==> src/rtl/spq_pkg.sv <==
// Shared types and codes for the sorted priority queue.
`timescale 1ns / 1ps

package spq_pkg;

  localparam int DEPTH_DEFAULT    = 16;
  localparam int TAG_BITS_DEFAULT = 16;
  localparam int PRIO_BITS        = 32;
  localparam int IO_TAG_BITS      = 16;

  // operation field
  localparam logic OP_INSERT = 1'b0;
  localparam logic OP_POP    = 1'b1;

  typedef enum logic [1:0] {
    ST_INSERTED = 2'd0,
    ST_POPPED   = 2'd1,
    ST_EMPTY    = 2'd2,
    ST_DROPPED  = 2'd3
  } spq_status_t;

  // Command broadcast to every cell in the chain.
  typedef struct packed {
    logic ins;
    logic pop;
  } spq_cmd_t;

endpackage

==> src/rtl/spq_cell.sv <==
// One slot of the sorted chain: compare, hold, or take from a neighbor.
`timescale 1ns / 1ps

module spq_cell #(
  parameter int TAG_BITS = spq_pkg::TAG_BITS_DEFAULT
) (
  input  logic                          clk,
  input  spq_pkg::spq_cmd_t             cmd,
  input  logic                          occupied,
  input  logic [spq_pkg::PRIO_BITS-1:0] in_priority,
  input  logic [TAG_BITS-1:0]           in_tag,
  input  logic                          prev_greater,
  input  logic [spq_pkg::PRIO_BITS-1:0] prev_priority,
  input  logic [TAG_BITS-1:0]           prev_tag,
  input  logic [spq_pkg::PRIO_BITS-1:0] next_priority,
  input  logic [TAG_BITS-1:0]           next_tag,
  output logic [spq_pkg::PRIO_BITS-1:0] priority_q,
  output logic [TAG_BITS-1:0]           tag_q,
  output logic                          greater
);
  import spq_pkg::*;

  // Entry stays ahead of the new item only if strictly higher.
  assign greater = occupied && (priority_q > in_priority);

  always_ff @(posedge clk) begin
    if (cmd.ins && !greater) begin
      if (prev_greater) begin
        priority_q <= in_priority;
        tag_q      <= in_tag;
      end else begin
        priority_q <= prev_priority;
        tag_q      <= prev_tag;
      end
    end else if (cmd.pop) begin
      priority_q <= next_priority;
      tag_q      <= next_tag;
    end
  end

endmodule

==> src/rtl/sorted_priority_queue_core.sv <==
// Top level of the sorted priority queue: cell chain, fill count, result register.
`timescale 1ns / 1ps
//
//  channel  dir  handshake              beat contents
//  -------  ---  ---------------------  -------------------------------------
//  input    in   in_valid / in_ready    operation, item_priority, item_tag
//  result   out  out_valid / out_ready  status, out_priority, out_tag
//
//  One beat in gives one beat out, in the next cycle; a new input beat is taken
//  every cycle while the result register is empty or being drained.
//  The rate is set by the cell chain: every cell compares against the new
//  priority at once and shifts one slot in the same cycle, so neither insert
//  nor pop depends on how full the queue is.
//  Reset (rst, synchronous) empties the queue and the result register at once;
//  stored entries are not cleared, the fill count alone marks them live.
//  A stalled result (out_ready low) holds in_ready low until it is taken.
//
//  Slot 0 holds the highest priority; slots descend from there. An insert
//  lands in front of every entry of equal or lower priority, so among equal
//  priorities the newest is nearest slot 0 and leaves first.

module sorted_priority_queue_core #(
  parameter int DEPTH    = spq_pkg::DEPTH_DEFAULT,
  parameter int TAG_BITS = spq_pkg::TAG_BITS_DEFAULT
) (
  input  logic                             clk,
  input  logic                             rst,
  input  logic                             in_valid,
  output logic                             in_ready,
  input  logic                             operation,
  input  logic [spq_pkg::PRIO_BITS-1:0]    item_priority,
  input  logic [spq_pkg::IO_TAG_BITS-1:0]  item_tag,
  output logic                             out_valid,
  input  logic                             out_ready,
  output logic [1:0]                       status,
  output logic [spq_pkg::PRIO_BITS-1:0]    out_priority,
  output logic [spq_pkg::IO_TAG_BITS-1:0]  out_tag
);
  import spq_pkg::*;

  localparam int CW = $clog2(DEPTH + 1);

  logic                 accept;
  logic                 full;
  logic                 empty;
  logic [TAG_BITS-1:0]  tag_in;
  spq_cmd_t             cmd;

  logic [CW-1:0]        count;
  logic [CW-1:0]        count_next;

  logic [PRIO_BITS-1:0] cell_priority [DEPTH];
  logic [TAG_BITS-1:0]  cell_tag      [DEPTH];
  logic                 cell_greater  [DEPTH];

  assign in_ready = !out_valid || out_ready;
  assign accept   = in_valid && in_ready;
  assign full     = (count == CW'(DEPTH));
  assign empty    = (count == '0);
  // Tag stored at TAG_BITS: truncate or zero-extend the 16-bit field.
  assign tag_in   = TAG_BITS'(item_tag);

  assign cmd.ins = accept && (operation == OP_INSERT) && !full;
  assign cmd.pop = accept && (operation == OP_POP) && !empty;

  // Cell chain: neighbors on both sides; the ends see constants.
  for (genvar i = 0; i < DEPTH; i++) begin : g_cell
    logic                 prev_greater;
    logic [PRIO_BITS-1:0] prev_priority;
    logic [TAG_BITS-1:0]  prev_tag;
    logic [PRIO_BITS-1:0] next_priority;
    logic [TAG_BITS-1:0]  next_tag;

    if (i == 0) begin : g_head
      assign prev_greater  = 1'b1;
      assign prev_priority = '0;
      assign prev_tag      = '0;
    end else begin : g_body
      assign prev_greater  = cell_greater[i-1];
      assign prev_priority = cell_priority[i-1];
      assign prev_tag      = cell_tag[i-1];
    end

    if (i == DEPTH - 1) begin : g_tail
      assign next_priority = '0;
      assign next_tag      = '0;
    end else begin : g_link
      assign next_priority = cell_priority[i+1];
      assign next_tag      = cell_tag[i+1];
    end

    spq_cell #(
      .TAG_BITS(TAG_BITS)
    ) u_cell (
      .clk          (clk),
      .cmd          (cmd),
      .occupied     (count > CW'(i)),
      .in_priority  (item_priority),
      .in_tag       (tag_in),
      .prev_greater (prev_greater),
      .prev_priority(prev_priority),
      .prev_tag     (prev_tag),
      .next_priority(next_priority),
      .next_tag     (next_tag),
      .priority_q   (cell_priority[i]),
      .tag_q        (cell_tag[i]),
      .greater      (cell_greater[i])
    );
  end

  always_comb begin
    count_next = count;
    if (cmd.ins) begin
      count_next = count + CW'(1);
    end else if (cmd.pop) begin
      count_next = count - CW'(1);
    end
  end

  always_ff @(posedge clk) begin
    if (rst) begin
      count     <= '0;
      out_valid <= 1'b0;
    end else begin
      count <= count_next;
      if (accept) begin
        out_valid <= 1'b1;
      end else if (out_ready) begin
        out_valid <= 1'b0;
      end
    end
  end

  // Result payload: slot 0 is the head of the queue.
  always_ff @(posedge clk) begin
    if (accept) begin
      if (operation == OP_INSERT) begin
        status       <= full ? ST_DROPPED : ST_INSERTED;
        out_priority <= '0;
        out_tag      <= '0;
      end else if (empty) begin
        status       <= ST_EMPTY;
        out_priority <= '0;
        out_tag      <= '0;
      end else begin
        status       <= ST_POPPED;
        out_priority <= cell_priority[0];
        out_tag      <= IO_TAG_BITS'(cell_tag[0]);
      end
    end
  end

  // ---------------------------------------------------------------------
  // Assertions
  // ---------------------------------------------------------------------
  a_count_bound : assert property (@(posedge clk) disable iff (rst)
    count <= CW'(DEPTH))
    else $error("fill count beyond depth");

  a_insert_grows : assert property (@(posedge clk) disable iff (rst)
    (accept && operation == OP_INSERT && !full) |=> (count == $past(count) + CW'(1)))
    else $error("insert did not grow the queue");

  a_empty_pop : assert property (@(posedge clk) disable iff (rst)
    (accept && operation == OP_POP && empty) |=> (status == ST_EMPTY && count == '0))
    else $error("pop on empty queue misreported");

  for (genvar i = 0; i + 1 < DEPTH; i++) begin : g_sorted_chk
    a_sorted : assert property (@(posedge clk) disable iff (rst)
      (count > CW'(i + 1)) |-> (cell_priority[i] >= cell_priority[i+1]))
      else $error("cell chain out of order");
  end

endmodule
==> config.mk <==
export PLATFORM = sky130hd
export DESIGN_NAME = sorted_priority_queue_core
export DESIGN_NICKNAME = d
export VERILOG_FILES = /design/src/rtl/spq_pkg.sv /design/src/rtl/spq_cell.sv /design/src/rtl/sorted_priority_queue_core.sv
export SDC_FILE = /design/constraint.sdc
export NUM_CORES = 2
export LEC_CHECK = 0
export BUFFER_PORTS_ARGS = -buffer_cell sky130_fd_sc_hd__buf_2
export CAP_MARGIN = 20
export CORE_ASPECT_RATIO = 0.7
export CORE_MARGIN = 2
export CORE_UTILIZATION = 55
export DETAILED_ROUTE_END_ITERATION = 8
export PLACE_DENSITY = 0.7
export SETUP_SLACK_MARGIN = 0.02
export SYNTH_ARGS = -nofsm -noshare
export SYNTH_HDL_FRONTEND = slang
export SYNTH_SLANG_ARGS = --single-unit
==> constraint.sdc <==
create_clock -name clk -period 6.81 [get_ports clk]
set_clock_uncertainty 0.15 [all_clocks]
set_input_delay 1.362 -clock clk [delete_from_list [all_inputs] [get_ports clk]]
set_output_delay 1.362 -clock clk [all_outputs]
set_load 0.02 [all_outputs]
==> flow_metrics.env <==
export IMPL_seqPwrFrac_pct=47.0
export IMPL_synth_area_mm2=0.0533
export IMPL_ys_types=61
export IMPL_grt_usage_pct=28.2
export IMPL_synth_area_top_cells="edfxtp_1, a21oi_1, mux2i_1, ha_1, clkbuf_1"
export IMPL_chipWidth_um=376
export IMPL_clk_latency_ns=0.69
export IMPL_ctsResizeCount=0
export IMPL_avgSynthCellArea_um2=10.7
export IMPL_p_clk_share_pct=31.0
export IMPL_cts_buffers=83
export IMPL_ys_seq_area_share_pct=46.3
export IMPL_core_mm2=0.0960
export IMPL_ys_flop_type="edfxtp_1"
export IMPL_ys_ff_latch=824
export IMPL_dpl_cell_count=6006
export IMPL_setup_violations=0
export IMPL_clkTransAtPathRegs_ns=0.06
export IMPL_worstMarginPinSlew_ns=1.29
export IMPL_finalCritPeriodShare_pct=81.7
export IMPL_syn_inst=4988
export IMPL_swShare_pct=31.2
export IMPL_h_tree_depth=3
export IMPL_rsz0062_at_grt="false"
export IMPL_power_leakage_nw=25.4
export IMPL_synth_edf_count=818
export IMPL_peakVddDrop_uv=207
export IMPL_grt_max_degree=266
export IMPL_end_kind="register"
export IMPL_top_usage_layer="met2"
export IMPL_port_buffers=104
export IMPL_num_rows=95
export IMPL_worstSetupStartpointType="input port"
export IMPL_wirelength_mm=145
export IMPL_maxCapViolCount=0
export IMPL_die_y_um=265
export IMPL_antenna_left=0
export IMPL_vias_per_cell=6.66
export IMPL_p_sw_mw=4.58
export IMPL_fin_crit_ns=5.57
export IMPL_hold_class="register to register"
export IMPL_dr_pass1_iters=9
export IMPL_finalSetupTns_ns=0
export IMPL_final_hold_viol_count=0
export IMPL_status="finished, final reports clean"
export IMPL_yosysWarnings=0
export IMPL_critical_path_arrival_ns=5.80
export IMPL_grt_ovfl_total=0
export IMPL_crit_path_max_fanout=25
export IMPL_drive_gt1_share_pct=8.30
export IMPL_max_freq_mhz=180
export IMPL_drt_iter0_drc=4227
export IMPL_use_met2_pct=44.1
export IMPL_grt_pass1_vias=40054
export IMPL_post_cts_setup_buffers=0
export IMPL_grt_use_met3_pct=3.83
export IMPL_cts_tree="done"
export IMPL_fin_cells=6157
export IMPL_synth_largest_area_cell="edfxtp_1"
export IMPL_io_pins=105
export IMPL_maxSlewViolCount=0
export IMPL_cts_path_max_buffers=3
export IMPL_cp_required_ns=7.04
export IMPL_antenna_found_initial=1
export IMPL_slew_headroom_pct=13.9
export IMPL_route_detailed_drc=0
export IMPL_cts_hold_buf=0
export IMPL_place_congestion=0.901
export IMPL_layout_nets=5401
export IMPL_start_util_pct=55.5
export IMPL_die_area_mm2=0.0995
export IMPL_root_buffer="clkbuf_16"
export IMPL_grt_pass1_wl_mm=227
export IMPL_use_met1_pct=41.9
export IMPL_p_comb_share_pct=22.0
export IMPL_num_vias=41001
export IMPL_power_density_mw_per_mm2=256
export IMPL_cts_sinks=824
export IMPL_dp_hpwl_mm=101
export IMPL_worstSetupPathType="input port to register"
export IMPL_synth_top_area_share_pct=46.0
export IMPL_syn_to_final_growth_pct=7.42
export IMPL_wl_per_cell_um=23.5
export IMPL_async_flop_share_pct=0
export IMPL_syn_nets=5558
export IMPL_internal_power_mw=10.1
[state kept, by name, summed over array words and instances, names as in the netlist]
signal and cells:
count 5, g_cell.u_cell.priority_q 512, g_cell.u_cell.tag_q 256, out_priority 32
out_tag 16, out_valid 1, status 2
[path summary, 6_finish.rpt]
check | start | to | slack [ns] | depth (start not counted)
setup / recovery | item_priority[31] | g_cell[2].u_cell.priority_q[6] | 1.24 | 12
hold / removal | out_valid | out_valid | 0.40 | 2
hold reg to reg | out_valid | out_valid | 0.40 | 2
setup reg to reg | g_cell[2].u_cell.priority_q[31] | g_cell[2].u_cell.priority_q[6] | 2.28 | 10
[power by group through the flow]
stage / sequential [mW] / clock [mW] / combinational (mW)
after detailed placement: 6.99 / 0 / 3.17
after CTS: 6.89 / 4.59 / 3.18
after global routing: 6.96 / 4.76 / 3.58
after floorplan: 6.87 / 0 / 2.29
after global placement: 6.99 / 0 / 3.05
final: 6.90 / 4.55 / 3.22
[per-layer routing]
metal	share of wire (%)	vias to the layer above
li1	-	18967
met4	1.7	2
met3	7.0	199
met5	0.0090	-
met2	46	1576
met1	45	20257
[worst max-delay path: stages]
cell and delay, ns:
buf_2 0.28, inv_1 0.38, ha_1 0.46, nand4_1 0.26, nor4_1 1.03, buf_4 0.26, nand4_1 0.07, o21ai_0 0.20
a31o_4 0.37, and2_2 0.21, nand2b_2 0.58, buf_12 0.28
[metrics by stage]
stage / setup WS, ns / utilization [%] / instance area, um^2 / hold WS [ns] / total power [mW]
global placement: 0.797 / 57.0 / 54700 / 0.361 / 10.0
floorplan: 0.911 / - / 53300 / 0.374 / 9.16
global route: 1.12 / 59.7 / 57300 / 0.429 / 15.3
CTS: 1.47 / 59.7 / 57300 / 0.408 / 14.7
finish: 1.24 / 59.7 / 57300 / 0.405 / 14.7
detailed placement: 0.784 / 57.0 / 54700 / 0.393 / 10.2
[cells by family after synthesis]
| kind of cell | synth area share (%) |
|---|---|
| XOR/XNOR | 0.0657 |
| buffers and inverters | 3.91 |
| AO/OA/AOI/OAI | 18.7 |
| adder cells (fa/ha/maj) | 12.1 |
| flip-flops | 46.3 |
| AND/OR/NAND/NOR | 5.28 |
| multiplexers | 13.7 |
[layout by cell type, fill, tap and decap left out, types with 8 or more instances in the layout]
cell       instances
buf_12            20
a31oi_1           56
clkinv_2          13
mux2_4             8
nand4_1           87
o211ai_1          27
a22oi_1            8
clkbuf_1          19
nor2_1            61
nor2b_1           18
nand2b_2          15
nand2_1          141
nand3_1           99
a221o_1           14
inv_1             54
o311a_1           10
mux2_2            39
a21oi_1         1558
clkinv_1          21
and2_2            13
nor4_1            29
o21ai_0          107
a21o_1            36
clkbuf_16         84
mux2i_1          673
a211oi_1          12
and4_1             9
and2_1            48
buf_2            105
buf_4             73
ha_1             517
edfxtp_1         818
[cells in the mapped netlist, types with 4 or more instances]
master	n
nor3_1	4
and2_1	59
o211ai_1	27
nand3_1	99
a21oi_1	1558
o31ai_1	4
inv_1	54
nor4_1	29
a21o_1	37
mux2_2	39
a2111oi_0	5
buf_2	158
nor2_1	61
ha_1	517
a22oi_1	8
clkbuf_1	266
a221o_1	14
dfxtp_1	6
mux2_4	8
buf_1	11
a211oi_1	12
o21ai_1	9
or3_1	4
o311a_1	10
nand2_1	144
a221oi_1	6
nand2b_1	21
nor2b_1	18
o21ai_0	107
a21boi_0	8
a31oi_1	58
edfxtp_1	818
and4_1	9
mux2i_1	673
nand4_1	87
[area by class of cell]
| cell class | count | area [um^2] |
|---|---|---|
| clock inverter | 45 | 380 |
| timing repair buffer | 198 | 1470 |
| multi-input combinational | 3669 | 26800 |
| sequential | 824 | 24700 |
| clock buffer | 103 | 2170 |
| inverter | 55 | 206 |
| antenna | 2 | 5.00 |
| tap | 1261 | 1580 |
| fill | 7999 | 38700 |
Note: power is estimated with default switching activity, not from simulation.
